<file path="config.mk">
export PLATFORM = sky130hd
export DESIGN_NAME = port_direction_traffic_counter_flat
export DESIGN_NICKNAME = d
export VERILOG_FILES = /design/src/hw/rtl/ptc_pkg.sv /design/src/hw/rtl/ptc_in_if.sv /design/src/hw/rtl/ptc_out_if.sv /design/src/hw/rtl/ptc_ctrl.sv /design/src/hw/rtl/ptc_datapath.sv /design/src/hw/rtl/port_direction_traffic_counter.sv /design/src/flat_wrapper.sv
export VERILOG_INCLUDE_DIRS = /design/src /design/src/hw/rtl
export SDC_FILE = /design/constraint.sdc
export NUM_CORES = 1
export LEC_CHECK = 0
export BUFFER_PORTS_ARGS = -buffer_cell sky130_fd_sc_hd__buf_2
export CAP_MARGIN = 30
export CELL_PAD_IN_SITES_DETAIL_PLACEMENT = 1
export CELL_PAD_IN_SITES_GLOBAL_PLACEMENT = 2
export CORE_MARGIN = 2
export CORE_UTILIZATION = 30
export CTS_CLUSTER_SIZE = 12
export DETAILED_ROUTE_END_ITERATION = 10
export PLACE_DENSITY = 0.59
export SLEW_MARGIN = 40
export SYNTH_ARGS = -nofsm -noshare
export SYNTH_HDL_FRONTEND = slang
export SYNTH_SLANG_ARGS = --single-unit
</file>
<file path="constraint.sdc">
create_clock -name clk -period 15.6 [get_ports clk]
set_clock_uncertainty 0.15 [all_clocks]
set_input_delay 0.78 -clock clk [delete_from_list [all_inputs] [get_ports clk]]
set_output_delay 0.78 -clock clk [all_outputs]
set_load 0.05 [all_outputs]
</file>
<file path="src/hw/rtl/port_direction_traffic_counter_assert.svh">
// Assertion shorthands shared by the RTL.
// Each expects signals named clk and rst_n in the scope where it is used.
`ifndef PORT_DIRECTION_TRAFFIC_COUNTER_ASSERT_SVH
`define PORT_DIRECTION_TRAFFIC_COUNTER_ASSERT_SVH

// same-cycle implication
`define PTC_ASSERT_IMP(lbl, ante, cons) \
  lbl: assert property (@(posedge clk) disable iff (!rst_n) (ante) |-> (cons)) \
    else $error("ptc assertion failed");

// next-cycle implication
`define PTC_ASSERT_NXT(lbl, ante, cons) \
  lbl: assert property (@(posedge clk) disable iff (!rst_n) (ante) |=> (cons)) \
    else $error("ptc assertion failed");

`endif

</file>
<file path="src/hw/rtl/ptc_pkg.sv">
package ptc_pkg;

  localparam int COUNT_WIDTH = 32;
  localparam int BYTE_WIDTH  = 48;

  localparam int PORT_W  = 16;
  localparam int LEN_W   = 16;
  localparam int TIME_W  = 32;
  localparam int PCNT_W  = 32;
  localparam int SIZE_W  = 45;
  localparam int IVAL_W  = 16;
  localparam int CFG_W   = 16;
  localparam int CFG_IDX_W = 1;
  localparam int DIV_CNT_W = $clog2(BYTE_WIDTH + 1);

  localparam logic [PORT_W-1:0] MON_PORT_RST = 16'd1521;
  localparam logic [IVAL_W-1:0] INTERVAL_RST = 16'd30;

  localparam logic [CFG_IDX_W-1:0] REG_MON_PORT = 1'b0;
  localparam logic [CFG_IDX_W-1:0] REG_INTERVAL = 1'b1;

  localparam logic OP_PACKET = 1'b0;
  localparam logic OP_TICK   = 1'b1;

  localparam logic DIR_TX = 1'b0;
  localparam logic DIR_RX = 1'b1;

  typedef struct packed {
    logic count;        // packet item accepted
    logic snap;         // tick accepted: capture and clear counters
    logic div_load_rx;  // start divide on RX byte snapshot
    logic div_step;     // one quotient bit
    logic out_load;     // load result register
    logic out_rx;       // result being loaded is the RX report
  } ptc_cmd_t;

  typedef struct packed {
    logic div_done;
  } ptc_stat_t;

  typedef struct packed {
    logic              direction;
    logic [TIME_W-1:0] report_time;
    logic [PCNT_W-1:0] packet_count;
    logic [SIZE_W-1:0] size_eighths;
    logic [SIZE_W-1:0] rate_value;
    logic              last;
  } ptc_out_t;

  // value >> 3, fitted to the result field
  function automatic logic [SIZE_W-1:0] eighths(input logic [BYTE_WIDTH-1:0] v);
    logic [63:0] w;
    w = 64'(v >> 3);
    return w[SIZE_W-1:0];
  endfunction

  function automatic logic [PCNT_W-1:0] fit_count(input logic [COUNT_WIDTH-1:0] v);
    logic [63:0] w;
    w = 64'(v);
    return w[PCNT_W-1:0];
  endfunction

endpackage

</file>
<file path="src/hw/rtl/ptc_in_if.sv">
interface ptc_in_if
  import ptc_pkg::*;
();
  logic              valid;
  logic              ready;
  logic              operation;
  logic [PORT_W-1:0] source_port;
  logic [PORT_W-1:0] destination_port;
  logic [LEN_W-1:0]  packet_length;
  logic [TIME_W-1:0] tick_time;

  modport source (output valid, operation, source_port, destination_port,
                  packet_length, tick_time, input ready);
  modport sink (input valid, operation, source_port, destination_port,
                packet_length, tick_time, output ready);
endinterface

</file>
<file path="src/hw/rtl/ptc_out_if.sv">
interface ptc_out_if
  import ptc_pkg::*;
();
  logic              valid;
  logic              ready;
  logic              direction;
  logic [TIME_W-1:0] report_time;
  logic [PCNT_W-1:0] packet_count;
  logic [SIZE_W-1:0] size_eighths;
  logic [SIZE_W-1:0] rate_value;
  logic              last;

  modport source (output valid, direction, report_time, packet_count,
                  size_eighths, rate_value, last, input ready);
  modport sink (input valid, direction, report_time, packet_count,
                size_eighths, rate_value, last, output ready);
endinterface

</file>
<file path="src/hw/rtl/ptc_ctrl.sv">
`include "port_direction_traffic_counter_assert.svh"

module ptc_ctrl
  import ptc_pkg::*;
(
  input  logic      clk,
  input  logic      rst_n,
  input  logic      in_valid,
  input  logic      in_op,
  output logic      in_ready,
  output logic      out_valid,
  input  logic      out_ready,
  input  ptc_stat_t stat,
  output ptc_cmd_t  cmd
);

  localparam logic [2:0] ST_IDLE    = 3'd0;
  localparam logic [2:0] ST_DIV_TX  = 3'd1;
  localparam logic [2:0] ST_WAIT_TX = 3'd2;
  localparam logic [2:0] ST_DIV_RX  = 3'd3;
  localparam logic [2:0] ST_WAIT_RX = 3'd4;

  logic [2:0] state_r, state_nxt;
  logic       accept;
  logic       dividing;

  assign in_ready  = (state_r == ST_IDLE);
  assign out_valid = (state_r == ST_WAIT_TX) || (state_r == ST_WAIT_RX);
  assign accept    = in_valid && in_ready;
  assign dividing  = (state_r == ST_DIV_TX) || (state_r == ST_DIV_RX);

  always_comb begin
    cmd.count       = accept && (in_op == OP_PACKET);
    cmd.snap        = accept && (in_op == OP_TICK);
    cmd.div_load_rx = (state_r == ST_WAIT_TX) && out_ready;
    cmd.div_step    = dividing && !stat.div_done;
    cmd.out_load    = dividing && stat.div_done;
    cmd.out_rx      = (state_r == ST_DIV_RX);
  end

  always_comb begin
    state_nxt = state_r;
    case (state_r)
      ST_IDLE: begin
        if (accept && (in_op == OP_TICK)) state_nxt = ST_DIV_TX;
      end
      ST_DIV_TX: begin
        if (stat.div_done) state_nxt = ST_WAIT_TX;
      end
      ST_WAIT_TX: begin
        if (out_ready) state_nxt = ST_DIV_RX;
      end
      ST_DIV_RX: begin
        if (stat.div_done) state_nxt = ST_WAIT_RX;
      end
      ST_WAIT_RX: begin
        if (out_ready) state_nxt = ST_IDLE;
      end
      default: state_nxt = ST_IDLE;
    endcase
  end

  always_ff @(posedge clk) begin
    if (!rst_n) begin
      state_r <= ST_IDLE;
    end else begin
      state_r <= state_nxt;
    end
  end

  `PTC_ASSERT_IMP(a_no_input_while_reporting, out_valid, !in_ready)
  `PTC_ASSERT_NXT(a_tx_taken_starts_rx, cmd.div_load_rx, state_r == ST_DIV_RX)
  `PTC_ASSERT_NXT(a_result_after_divide, cmd.out_load, out_valid)
  `PTC_ASSERT_NXT(a_tick_starts_divide, cmd.snap, state_r == ST_DIV_TX)

endmodule

</file>
<file path="src/hw/rtl/ptc_datapath.sv">
module ptc_datapath
  import ptc_pkg::*;
(
  input  logic                 clk,
  input  logic                 rst_n,
  input  ptc_cmd_t             cmd,
  output ptc_stat_t            stat,
  input  logic [PORT_W-1:0]    monitored_port,
  input  logic [IVAL_W-1:0]    interval_seconds,
  input  logic [PORT_W-1:0]    source_port,
  input  logic [PORT_W-1:0]    destination_port,
  input  logic [LEN_W-1:0]     packet_length,
  input  logic [TIME_W-1:0]    tick_time,
  output ptc_out_t             out_item
);

  localparam logic [COUNT_WIDTH-1:0] COUNT_MAX = '1;
  localparam logic [BYTE_WIDTH-1:0]  BYTE_MAX  = '1;

  // live counters
  logic                   last_dir_r, last_dir_nxt;
  logic [COUNT_WIDTH-1:0] tx_pkts_r, tx_pkts_nxt, rx_pkts_r, rx_pkts_nxt;
  logic [BYTE_WIDTH-1:0]  tx_bytes_r, tx_bytes_nxt, rx_bytes_r, rx_bytes_nxt;

  // snapshot taken at the tick
  logic [TIME_W-1:0]      time_r;
  logic [COUNT_WIDTH-1:0] tx_pkts_snap_r, rx_pkts_snap_r;
  logic [BYTE_WIDTH-1:0]  tx_bytes_snap_r, rx_bytes_snap_r;

  // restoring divider, one quotient bit per cycle
  logic [BYTE_WIDTH-1:0]  quo_r;
  logic [IVAL_W-1:0]      rem_r;
  logic [IVAL_W-1:0]      divisor_r;
  logic [DIV_CNT_W-1:0]   cnt_r;
  logic [IVAL_W:0]        trial;
  logic                   trial_ge;

  ptc_out_t               out_r;

  // packet counting
  logic                   dir;
  logic [COUNT_WIDTH-1:0] sel_pkts, pkts_inc;
  logic [BYTE_WIDTH-1:0]  sel_bytes, bytes_add;
  logic [BYTE_WIDTH:0]    bytes_sum;

  always_comb begin
    if (source_port == monitored_port) begin
      dir = DIR_TX;
    end else if (destination_port == monitored_port) begin
      dir = DIR_RX;
    end else begin
      dir = last_dir_r;
    end
    sel_pkts  = (dir == DIR_RX) ? rx_pkts_r  : tx_pkts_r;
    sel_bytes = (dir == DIR_RX) ? rx_bytes_r : tx_bytes_r;
    pkts_inc  = (sel_pkts == COUNT_MAX) ? COUNT_MAX : sel_pkts + 1'b1;
    bytes_sum = {1'b0, sel_bytes} + (BYTE_WIDTH + 1)'(packet_length);
    bytes_add = bytes_sum[BYTE_WIDTH] ? BYTE_MAX : bytes_sum[BYTE_WIDTH-1:0];
  end

  always_comb begin
    last_dir_nxt = last_dir_r;
    tx_pkts_nxt  = tx_pkts_r;
    tx_bytes_nxt = tx_bytes_r;
    rx_pkts_nxt  = rx_pkts_r;
    rx_bytes_nxt = rx_bytes_r;
    if (cmd.snap) begin
      tx_pkts_nxt  = '0;
      tx_bytes_nxt = '0;
      rx_pkts_nxt  = '0;
      rx_bytes_nxt = '0;
    end else if (cmd.count) begin
      last_dir_nxt = dir;
      if (dir == DIR_RX) begin
        rx_pkts_nxt  = pkts_inc;
        rx_bytes_nxt = bytes_add;
      end else begin
        tx_pkts_nxt  = pkts_inc;
        tx_bytes_nxt = bytes_add;
      end
    end
  end

  always_ff @(posedge clk) begin
    if (!rst_n) begin
      last_dir_r <= DIR_TX;
      tx_pkts_r  <= '0;
      tx_bytes_r <= '0;
      rx_pkts_r  <= '0;
      rx_bytes_r <= '0;
    end else begin
      last_dir_r <= last_dir_nxt;
      tx_pkts_r  <= tx_pkts_nxt;
      tx_bytes_r <= tx_bytes_nxt;
      rx_pkts_r  <= rx_pkts_nxt;
      rx_bytes_r <= rx_bytes_nxt;
    end
  end

  always_ff @(posedge clk) begin
    if (cmd.snap) begin
      time_r          <= tick_time;
      tx_pkts_snap_r  <= tx_pkts_r;
      tx_bytes_snap_r <= tx_bytes_r;
      rx_pkts_snap_r  <= rx_pkts_r;
      rx_bytes_snap_r <= rx_bytes_r;
    end
  end

  assign trial    = {rem_r, quo_r[BYTE_WIDTH-1]};
  assign trial_ge = (trial >= {1'b0, divisor_r});
  assign stat.div_done = (cnt_r == DIV_CNT_W'(BYTE_WIDTH));

  always_ff @(posedge clk) begin
    if (cmd.snap) begin
      quo_r     <= tx_bytes_r;
      rem_r     <= '0;
      cnt_r     <= '0;
      divisor_r <= (interval_seconds == '0) ? IVAL_W'(1) : interval_seconds;
    end else if (cmd.div_load_rx) begin
      quo_r <= rx_bytes_snap_r;
      rem_r <= '0;
      cnt_r <= '0;
    end else if (cmd.div_step) begin
      quo_r <= {quo_r[BYTE_WIDTH-2:0], trial_ge};
      rem_r <= trial_ge ? IVAL_W'(trial - {1'b0, divisor_r}) : trial[IVAL_W-1:0];
      cnt_r <= cnt_r + 1'b1;
    end
  end

  always_ff @(posedge clk) begin
    if (cmd.out_load) begin
      out_r.direction    <= cmd.out_rx ? DIR_RX : DIR_TX;
      out_r.report_time  <= time_r;
      out_r.packet_count <= fit_count(cmd.out_rx ? rx_pkts_snap_r : tx_pkts_snap_r);
      out_r.size_eighths <= eighths(cmd.out_rx ? rx_bytes_snap_r : tx_bytes_snap_r);
      out_r.rate_value   <= eighths(quo_r);
      out_r.last         <= cmd.out_rx;
    end
  end

  assign out_item = out_r;

endmodule

</file>
<file path="src/hw/rtl/port_direction_traffic_counter.sv">
// Packet item: taken one per cycle while idle; no result.
// Tick item: TX result valid once the TX byte snapshot is divided,
//   RX result once TX is taken and RX is divided; input stalls until RX is taken.
// TX and RX share one restoring divider, one quotient bit per cycle.
// Reset (synchronous, rst_n low): counters cleared, direction TX, monitored_port 1521,
//   interval_seconds 30.
module port_direction_traffic_counter
  import ptc_pkg::*;
(
  input  logic                 clk,
  input  logic                 rst_n,
  ptc_in_if.sink               in_ch,
  ptc_out_if.source            out_ch,
  input  logic                 cfg_we,
  input  logic [CFG_IDX_W-1:0] cfg_index,
  input  logic [CFG_W-1:0]     cfg_data
);

  // config registers; user writes them only while no tick is in flight; not enforced
  logic [PORT_W-1:0] mon_port_r;
  logic [IVAL_W-1:0] interval_r;

  always_ff @(posedge clk) begin
    if (!rst_n) begin
      mon_port_r <= MON_PORT_RST;
      interval_r <= INTERVAL_RST;
    end else if (cfg_we) begin
      case (cfg_index)
        REG_MON_PORT: mon_port_r <= cfg_data;
        REG_INTERVAL: interval_r <= cfg_data;
        default: ;
      endcase
    end
  end

  ptc_cmd_t  cmd;
  ptc_stat_t stat;
  ptc_out_t  out_item;

  // controller: sequences tick -> divide TX -> present TX -> divide RX -> present RX
  ptc_ctrl u_ctrl (
    .clk       (clk),
    .rst_n     (rst_n),
    .in_valid  (in_ch.valid),
    .in_op     (in_ch.operation),
    .in_ready  (in_ch.ready),
    .out_valid (out_ch.valid),
    .out_ready (out_ch.ready),
    .stat      (stat),
    .cmd       (cmd)
  );

  // datapath: classification, saturating counters, snapshot, divider, result register
  ptc_datapath u_dp (
    .clk              (clk),
    .rst_n            (rst_n),
    .cmd              (cmd),
    .stat             (stat),
    .monitored_port   (mon_port_r),
    .interval_seconds (interval_r),
    .source_port      (in_ch.source_port),
    .destination_port (in_ch.destination_port),
    .packet_length    (in_ch.packet_length),
    .tick_time        (in_ch.tick_time),
    .out_item         (out_item)
  );

  // result register drives the channel directly
  assign out_ch.direction    = out_item.direction;
  assign out_ch.report_time  = out_item.report_time;
  assign out_ch.packet_count = out_item.packet_count;
  assign out_ch.size_eighths = out_item.size_eighths;
  assign out_ch.rate_value   = out_item.rate_value;
  assign out_ch.last         = out_item.last;

endmodule

</file>
<file path="src/flat_wrapper.sv">
// flat-port wrapper written by rule: the top's interface ports become plain ports
module port_direction_traffic_counter_flat import ptc_pkg::*;
  (clk, rst_n, cfg_we, cfg_index, cfg_data, in_ch_valid, in_ch_operation, in_ch_source_port, in_ch_destination_port, in_ch_packet_length, in_ch_tick_time, in_ch_ready, out_ch_valid, out_ch_direction, out_ch_report_time, out_ch_packet_count, out_ch_size_eighths, out_ch_rate_value, out_ch_last, out_ch_ready);
  ptc_in_if in_ch_i ();
  ptc_out_if out_ch_i ();
  input  logic clk;
  input  logic rst_n;
  input  logic cfg_we;
  input  logic [CFG_IDX_W-1:0] cfg_index;
  input  logic [CFG_W-1:0] cfg_data;
  input wire logic [$bits(in_ch_i.valid)-1:0] in_ch_valid;
  input wire logic [$bits(in_ch_i.operation)-1:0] in_ch_operation;
  input wire logic [$bits(in_ch_i.source_port)-1:0] in_ch_source_port;
  input wire logic [$bits(in_ch_i.destination_port)-1:0] in_ch_destination_port;
  input wire logic [$bits(in_ch_i.packet_length)-1:0] in_ch_packet_length;
  input wire logic [$bits(in_ch_i.tick_time)-1:0] in_ch_tick_time;
  output wire logic [$bits(in_ch_i.ready)-1:0] in_ch_ready;
  output wire logic [$bits(out_ch_i.valid)-1:0] out_ch_valid;
  output wire logic [$bits(out_ch_i.direction)-1:0] out_ch_direction;
  output wire logic [$bits(out_ch_i.report_time)-1:0] out_ch_report_time;
  output wire logic [$bits(out_ch_i.packet_count)-1:0] out_ch_packet_count;
  output wire logic [$bits(out_ch_i.size_eighths)-1:0] out_ch_size_eighths;
  output wire logic [$bits(out_ch_i.rate_value)-1:0] out_ch_rate_value;
  output wire logic [$bits(out_ch_i.last)-1:0] out_ch_last;
  input wire logic [$bits(out_ch_i.ready)-1:0] out_ch_ready;
  assign in_ch_i.valid = in_ch_valid;
  assign in_ch_i.operation = in_ch_operation;
  assign in_ch_i.source_port = in_ch_source_port;
  assign in_ch_i.destination_port = in_ch_destination_port;
  assign in_ch_i.packet_length = in_ch_packet_length;
  assign in_ch_i.tick_time = in_ch_tick_time;
  assign in_ch_ready = in_ch_i.ready;
  assign out_ch_valid = out_ch_i.valid;
  assign out_ch_direction = out_ch_i.direction;
  assign out_ch_report_time = out_ch_i.report_time;
  assign out_ch_packet_count = out_ch_i.packet_count;
  assign out_ch_size_eighths = out_ch_i.size_eighths;
  assign out_ch_rate_value = out_ch_i.rate_value;
  assign out_ch_last = out_ch_i.last;
  assign out_ch_i.ready = out_ch_ready;
  port_direction_traffic_counter u_core (.clk(clk), .rst_n(rst_n), .in_ch(in_ch_i), .out_ch(out_ch_i), .cfg_we(cfg_we), .cfg_index(cfg_index), .cfg_data(cfg_data));
endmodule
</file>
==> summary by stage, run 1 <==
Floorplan
From bottom edge to top edge, the die measures approximately 300 µm. The full die area is between 0.09 and 0.1 mm². The initial utilization of the core area, before any placement, comes to roughly 30%. Measured along the x axis, the die boundary spans around 300 µm. 261 I/O pins were placed. The number of cell rows is 110. The region available for standard cell placement spans 0.08960 mm².

Yosys
A synthesized cell averages 11.85 µm². The fraction of synthesized area in multiplexers is roughly 6.7%. Yosys printed 0 warnings. The synthesized netlist devotes between 10% and 20% of its cell area to compound gates. The number of different library cells in the post-synthesis netlist is between 80 and 90.

The dominant synthesized flop cell is sky130_fd_sc_hd__edfxtp_1. In the synthesized netlist the async set-or-reset flop fraction comes to 0%. The post-synthesis net count is roughly 2,400. After synthesis, the most frequently instantiated cells are sky130_fd_sc_hd__edfxtp_1, sky130_fd_sc_hd__nand2_1, sky130_fd_sc_hd__dfxtp_1, sky130_fd_sc_hd__a21oi_1, sky130_fd_sc_hd__o21ai_0. The post-synthesis adder-cell area fraction is approximately 1.8%. After synthesis, flip-flops and latches occupy 61.56% of the total area. The number of enable-type register cells in the synthesized netlist is 408. By instance count, the leading cell after synthesis is sky130_fd_sc_hd__edfxtp_1. The post-synthesis instance area is roughly 0.027 mm². Sorting the synthesized cells by area gives the leading types as sky130_fd_sc_hd__edfxtp_1, sky130_fd_sc_hd__dfxtp_1, sky130_fd_sc_hd__mux2_2. The number of storage elements in the synthesis netlist is approximately 630. The area share of the largest cell type after synthesis is between 40% and 50%. The cell taking the most area after synthesis is sky130_fd_sc_hd__edfxtp_1. The cell count after synthesis is between 2,000 and 2,500. The xor and xnor fraction of the mapped netlist area is between 2 and 2.5%. The dominant combinational cell family by area after synthesis is compound AO/OA/AOI/OAI gates. Summing the areas of all and, or, nand and nor instances in the mapped netlist gives a little under an eighth of the synthesized area.

Clock network
The number of gates resized after CTS is 0. After clock tree synthesis, the setup repair step added 0 buffers. The post-cts hold buffer count is 0. The TritonCTS clock tree is yes.

The cell sitting at the root of the clock tree is a sky130_fd_sc_hd__clkbuf_16. After clock tree synthesis, the clock-pin slew on the worst setup and hold paths is 0.06 ns. CTS built an H-tree with a depth of 3.

The number of buffers on the longest clock path is 3. The number of buffers added by the clock tree synthesis step is 75. The tree built by TritonCTS fans out to ~630 sinks.

The clock latency on the worst-skew pair is between 0.6 and 0.7 ns.

Placement
In this run the cell area measured after placement is about 0.030 mm². During placement, the flow inserted port buffers numbering 260. The weighted congestion reported at the end of routability-driven placement is approximately 0.88. Summed over all nets, the half-perimeter wirelength after detailed placement is about 55,000 µm.

Global routing
For this run, the total global-route usage over all layers was measured as 17.53%. The via count of the first global-routing pass is 20,430. The first global-routing pass estimated 126,700 µm of wire.

The pin count of the biggest net entering global routing is approximately 180. The total overflow left after global routing is 0. The number of antenna violations at the first check in global routing is 3.

Route
The number of vias per cell is between 5 and 6. The remaining antenna violation count after routing is 0. The count of routing violations after the opening detailed-route iteration is about 1,100. The total via count in the routed design is ~19,000.

The detailed-route DRC error count is 0. The first detailed-routing pass ran for 5 iterations. Wires add up to between 80,000 and 90,000 µm.

The routed wirelength normalized by instance count is 21.83 µm.

Setup path
The nature of the critical path startpoint is a flop. Data on the critical path is required at its endpoint by between 15 and 20 ns. The worst setup path is of the reg2reg kind. The maximum fanout encountered on the critical timing path is 30.

The worst setup path is captured at a flop. The data arrival time of the critical path is 6.58 ns.

Power
The power per unit of standard cell area is between 100 and 150 mW/mm². The analysis attributes to cell leakage a power of approximately 11 nW. VDD sags by at most 0.00007028 V.

Finish
The area used by multi-input combinational logic is just under 0.01 mm². The area growth from synthesis to layout is 18.54%. The register cell area after layout is 0.01662 mm². The number of filler cells placed in the layout is a little under 10,000. Summing all non-filler instances in the final layout gives an area of 0.03200 mm².

Cells with a size suffix above 1 make up a little over a fifth of the layout. In the final design database the tool counted roughly 2,600 nets.

Timing
Timing would allow up to around 0.16 GHz. Setup repair after global routing left no endpoint under its margin. Headroom to the max-slew limit came out at between 40% and 50%. The total negative setup slack is 0 ns. The total count of hold-check failures in the final report is 0. The number of failing setup endpoints in the final timing report is 0.

The worst path uses 40.16% of the clock period. The final critical-path required period is between 6 and 7 ns. At the pin with the least slew margin, the transition time is slightly below 0.9 ns. The final max-slew violation count is 0.

Run
The number of max-cap violations is 0.

Run status
The flow ran to the end, and the final reports show no timing, DRC or antenna violations.

Hold path
The worst hold path belongs to the class in2reg.
## registers in the layout, summed over array words and instances (netlist names)
name / flops
u_core.u_dp.quo_r: 48
u_core.u_dp.rem_r: 16
u_core.u_dp.tx_bytes_snap_r: 45
u_core.u_dp.tx_pkts_snap_r: 32
u_core.u_dp.rx_pkts_r: 32
u_core.u_dp.tx_bytes_r: 48
u_core.u_dp.last_dir_r: 1
u_core.u_dp.rx_pkts_snap_r: 32
u_core.u_dp.rx_bytes_snap_r: 48
u_core.u_dp.out_item: 155
u_core.u_dp.cnt_r: 6
u_core.interval_r: 16
u_core.u_dp.divisor_r: 16
u_core.u_dp.rx_bytes_r: 48
u_core.u_ctrl.state_r: 3
u_core.u_dp.tx_pkts_r: 32
u_core.mon_port_r: 16
u_core.u_dp.time_r: 32
## power by group
group | internal [mW] | total, mW | switching, mW
registers | 1.84 | 1.89 | 0.0485
logic | 0.159 | 0.405 | 0.246
clock network | 1.04 | 1.74 | 0.703
total | 3.04 | 4.04 | 0.997
## kinds of logic (layout without fill, tap and decap cells)
| logic type | after synthesis | in the layout |
|---|---|---|
| AO/OA/AOI/OAI | 540 | 540 |
| flip-flops | 626 | 626 |
| AND/OR/NAND/NOR | 645 | 645 |
| adder cells (fa/ha/maj) | 37 | 37 |
| buffers and inverters | 190 | 478 |
| XOR/XNOR | 72 | 72 |
| other | 0 | 1 |
| multiplexers | 168 | 168 |
## critical path, cell delays in order, from the launching register on
cell                      delay, ns
sky130_fd_sc_hd__dfxtp_1       0.45
sky130_fd_sc_hd__xnor2_1       0.18
sky130_fd_sc_hd__nand4_1       0.21
sky130_fd_sc_hd__o41a_1        0.45
sky130_fd_sc_hd__buf_4         0.22
sky130_fd_sc_hd__nor2_4        0.66
sky130_fd_sc_hd__buf_4         0.51
sky130_fd_sc_hd__nand2_1       0.10
sky130_fd_sc_hd__nand2_1       0.08
sky130_fd_sc_hd__ha_1          0.23
sky130_fd_sc_hd__o21ai_0       0.14
sky130_fd_sc_hd__o21ai_0       0.40
sky130_fd_sc_hd__a21oi_1       0.23
sky130_fd_sc_hd__nor3_1        0.71
sky130_fd_sc_hd__nor2_1        0.31
sky130_fd_sc_hd__buf_4         0.27
sky130_fd_sc_hd__nor4_1        0.48
sky130_fd_sc_hd__xor2_1        0.23
sky130_fd_sc_hd__a21oi_1       0.10
## per-stage QoR
step | util (%) | cells | setup slack, ns | power [mW] | hold WS, ns
6_report | 35.71 | 3743 | 9.335 | 4.038 | 0.1918
5_1_grt | 35.71 | 3742 | 8.817 | 4.226 | 0.1591
4_1_cts | 35.67 | 3741 | 9.196 | 4.105 | 0.1472
3_5_place_dp | 32.95 | 3605 | 8.745 | 2.337 | 0.2552
3_3_place_gp | 32.85 | 3602 | 8.716 | 2.323 | 0.2502
2_1_floorplan | - | 2278 | 3.436 | 2.204 | 0.2503
## metal layers
metal / GRT usage [%] / vias to the layer above / part of all wire [%]
li1: - / 9016 / -
met1: 23.11 / 9648 / 46
met2: 29.48 / 325 / 48
met3: 2.535 / 129 / 3.4
met4: 5.878 / 2 / 2.8
met5: 0 / - / 0.016
## path summary, 6_finish.rpt
kind / startpoint / to / slack (ns) / depth (start not counted)
max: u_core.mon_port_r[1] / u_core.u_dp.rx_bytes_r[45] / 9.33 / 18
min: in_ch_tick_time[12] / u_core.u_dp.time_r[12] / 0.19 / 1
max reg2reg: u_core.mon_port_r[1] / u_core.u_dp.rx_bytes_r[45] / 9.33 / 18
min reg2reg: u_core.u_dp.time_r[8] / u_core.u_dp.out_item[131] / 0.27 / 0
## cell type report
cell class | instances | share of cell area [%]
Sequential cell | 626 | 51.93
Multi-Input combinational cell | 1462 | 30.19
Clock buffer | 105 | 6.542
Timing Repair Buffer | 288 | 4.986
Tap cell | 1176 | 4.599
Clock inverter | 31 | 1.075
Inverter | 54 | 0.6726
Antenna cell | 1 | 0.007821
## placed cells by master (no fill, tap or decap), types with 38 or more instances in the layout
| cell | instances |
|---|---|
| sky130_fd_sc_hd__edfxtp_1 | 408 |
| sky130_fd_sc_hd__buf_2 | 260 |
| sky130_fd_sc_hd__nand2_1 | 239 |
| sky130_fd_sc_hd__dfxtp_1 | 218 |
| sky130_fd_sc_hd__a21oi_1 | 141 |
| sky130_fd_sc_hd__o21ai_0 | 139 |
| sky130_fd_sc_hd__nor2_1 | 122 |
| sky130_fd_sc_hd__mux2_2 | 88 |
| sky130_fd_sc_hd__mux2i_1 | 78 |
| sky130_fd_sc_hd__clkbuf_16 | 78 |
| sky130_fd_sc_hd__nand3_1 | 57 |
| sky130_fd_sc_hd__inv_1 | 52 |
| sky130_fd_sc_hd__and3_1 | 47 |
| sky130_fd_sc_hd__nor3_1 | 42 |
| sky130_fd_sc_hd__nand4_1 | 38 |
Power figures use the tool's default switching activity.
==> run 2: changes to the inputs <==
clock period = 6.35 ns   (was 15.6 ns; I/O delays follow)
==> run 2 against run 1 <==
Register-to-register slack got worse by 8.7 ns; highest routed layer is now met4; fmax rose by 10%; power rose by 140%; core utilization rose by 0.64 points; global-route usage rose by 0.26 points; final cell count rose by 1.7%; hold slack got worse by 0.15 ns; critical endpoint is now u_core.u_dp.rx_bytes_r[35].
==> summary by stage, run 2 (synthesis gave the netlist of run 1 again) <==
Route
The number of vias per cell is 5.090. For this block, the initial DRC count from the detailed router was around 1,000. For this run, design rule violations remaining after detail routing come to 0. For this block, the via count after detailed routing is just under 20,000. Dividing the detail-routed wire length by the instance count gives ~22 µm.

Once detail routing completed, the nets flagged for antenna violations numbered 0. The pre-antenna-repair detailed-routing pass consisted of 5 iterations. After detailed routing, the total wire length is between 80,000 and 90,000 µm.

Timing
The final cycle utilization of the critical path is between 80% and 90%. Setup repair after global routing left no endpoint under its margin. For the pin with the worst max-slew slack, the measured transition is slightly above 0.8 ns. Derived from the worst setup path, the maximum achievable clock frequency is roughly 0.18 GHz. Setup violations remaining at the end of the flow were counted as 0.

In the final timing run, aggregate negative setup slack is 0 ns. For the finished layout, the period the worst path requires is ~5.7 ns. The total count of hold-check failures in the final report came to 0. The post-layout worst setup margin is ~0.66 ns. The final max-slew violation count is 0. The worst pin sits at a relative slew slack of between 40% and 50%. The worst hold margin is ~0.04 ns.

Run
Max-cap violations in this run came to 0.

Clock network
The clock-pin slew of the registers on the worst-case setup and hold paths is about 0.060 ns. The number of sinks on the clock net is roughly 630. The TritonCTS clock tree is yes. The clock latency on the worst-skew pair is between 0.6 and 0.7 ns.

Counting along the longest clock path gives a buffer depth of 3. The post-cts hold buffer count is 52. The cell sitting at the root of the clock tree is a sky130_fd_sc_hd__clkbuf_16.

The number of H-tree levels is 3. The number of buffers added by the clock tree synthesis step is 75. Post-CTS timing repair inserted 0 buffers for setup. The number of gates resized after CTS is 0.

Floorplan
261 I/O pins were placed. The die covers about 0.09 mm². The starting density of the core is between 30% and 40%. The number of cell rows is 110.

The core footprint is around 0.09 mm². The die is between 300 and 400 µm tall. The die width is 304.0 µm.

Power
In this run the power density over the cells is approximately 300 mW/mm². The leakage power figure is 11.49 nW. IR analysis of the VDD net gives a maximum drop of between 0.0001 and 0.00015 V.

Placement
The half-perimeter wire length after placement is around 56,000 µm. Summing all placed instances gives a cell area of about 0.030 mm². The weighted congestion reported at the end of routability-driven placement is 0.8721. Input and output buffers added on the ports amount to 260.

The worst slack at placement is roughly 0.64 ns.

Finish
The final core utilization is a little over a third. The top cell types in the final layout, fill and taps aside, are sky130_fd_sc_hd__edfxtp_1, sky130_fd_sc_hd__buf_2, sky130_fd_sc_hd__nand2_1, sky130_fd_sc_hd__dfxtp_1, sky130_fd_sc_hd__a21oi_1. 0 antenna diodes ended up in the layout. The final standard cell area without fillers is 0.03257 mm². The most frequent standard cell in the layout excluding fill and tap cells is sky130_fd_sc_hd__edfxtp_1. In the final design database the tool counted around 2,700 nets. The area growth from synthesis to layout is 20.67%. The number of flip-flops under the largest register name is between 150 and 200. Cells with a size suffix above 1 make up between 20% and 30% of the layout. The number of filler cells placed in the layout is 9,657.

Global routing
The pin count of the biggest net entering global routing is approximately 170. The via count of the first global-routing pass is ~21,000. The first global-routing pass estimated 128,500 µm of wire. The total track usage is roughly 18%. The met3 track demand over resource is approximately 2.8%.

Global routing consumed, on the met2 layer, between 30% and 40% of the routing resources. The global-route congestion overflow total is 0. The number of antenna violations at the first check in global routing is 1. The routing layer with the top usage in global route is met2. Global routing used a little under a quarter of the available met1 tracks.

Setup path
The data arrival time of the critical path is approximately 6 ns. The nature of the critical path startpoint is a flop. The worst endpoint required time is 6.69 ns. The capturing element type of the critical path is a flop. Along the worst path, the maximum fanout reaches 16.

The critical path is of the reg2reg type.

Hold path
The worst hold-check path type is in2reg.

Run status
The run finished with clean final reports.
[run 2: cell types whose count changed in the layout (fill, tap and decap cells not counted), sizes merged, moves of 2 or more]
cell         before  now
clkbuf          105  101
buf             288  298
clkinv           21   29
inv              55   57
dlygate4sd3       0   52
[run 2: worst max-delay path, cell delays in order (launching register included)]
cell,delay (ns)
sky130_fd_sc_hd__dfxtp_1,0.42
sky130_fd_sc_hd__xnor2_1,0.16
sky130_fd_sc_hd__nand4_1,0.26
sky130_fd_sc_hd__o41a_1,0.54
sky130_fd_sc_hd__nor2_4,0.33
sky130_fd_sc_hd__nand2_1,0.09
sky130_fd_sc_hd__nand2_1,0.07
sky130_fd_sc_hd__ha_1,0.19
sky130_fd_sc_hd__inv_1,0.06
sky130_fd_sc_hd__fa_1,0.37
sky130_fd_sc_hd__nand2b_1,0.19
sky130_fd_sc_hd__a21oi_1,0.31
sky130_fd_sc_hd__o221ai_1,0.25
sky130_fd_sc_hd__o21ai_1,0.69
sky130_fd_sc_hd__o211a_1,0.58
sky130_fd_sc_hd__a21oi_4,0.25
sky130_fd_sc_hd__buf_4,0.29
sky130_fd_sc_hd__a311oi_1,0.33
[run 2: path summary, 6_finish.rpt]
path	from	to	slack (ns)	depth (start not counted)
min	cfg_index	u_core.mon_port_r[3]	0.04	4
max reg2reg	u_core.mon_port_r[5]	u_core.u_dp.rx_bytes_r[35]	0.66	17
max	u_core.mon_port_r[5]	u_core.u_dp.rx_bytes_r[35]	0.66	17
min reg2reg	u_core.u_dp.time_r[11]	u_core.u_dp.out_item[134]	0.27	0
[run 2: layer usage]
| layer | up-vias | wire length [µm] |
|---|---|---|
| met2 | 348 | 41090 |
| met1 | 9783 | 37000 |
| met3 | 122 | 2960 |
| met4 | 0 | 1976 |
| li1 | 9131 | - |
| met5 | - | 0 |
[run 2: final cells by class]
class / instances / area, µm² / area share (%)
multi-input combinational: 1462 / 9662 / 29.66
timing repair buffer: 350 / 2225 / 6.830
clock inverter: 39 / 394.1 / 1.210
inverter: 54 / 210.2 / 0.6453
sequential: 626 / 16620 / 51.01
tap: 1176 / 1471 / 4.517
clock buffer: 101 / 1994 / 6.123
[run 2: report_power, final]
group          internal, mW  switching (mW)  leakage [nW]
Combinational         0.417           0.608          4.77
Sequential             4.53           0.118          5.55
Clock                  2.44            1.77          1.16
[run 2: through the flow]
stage	power (mW)	instances
finish	9.876	3808
global route	10.34	3808
CTS	10.04	3806
detailed placement	5.739	3614
global placement	5.709	3612
floorplan	5.404	2278
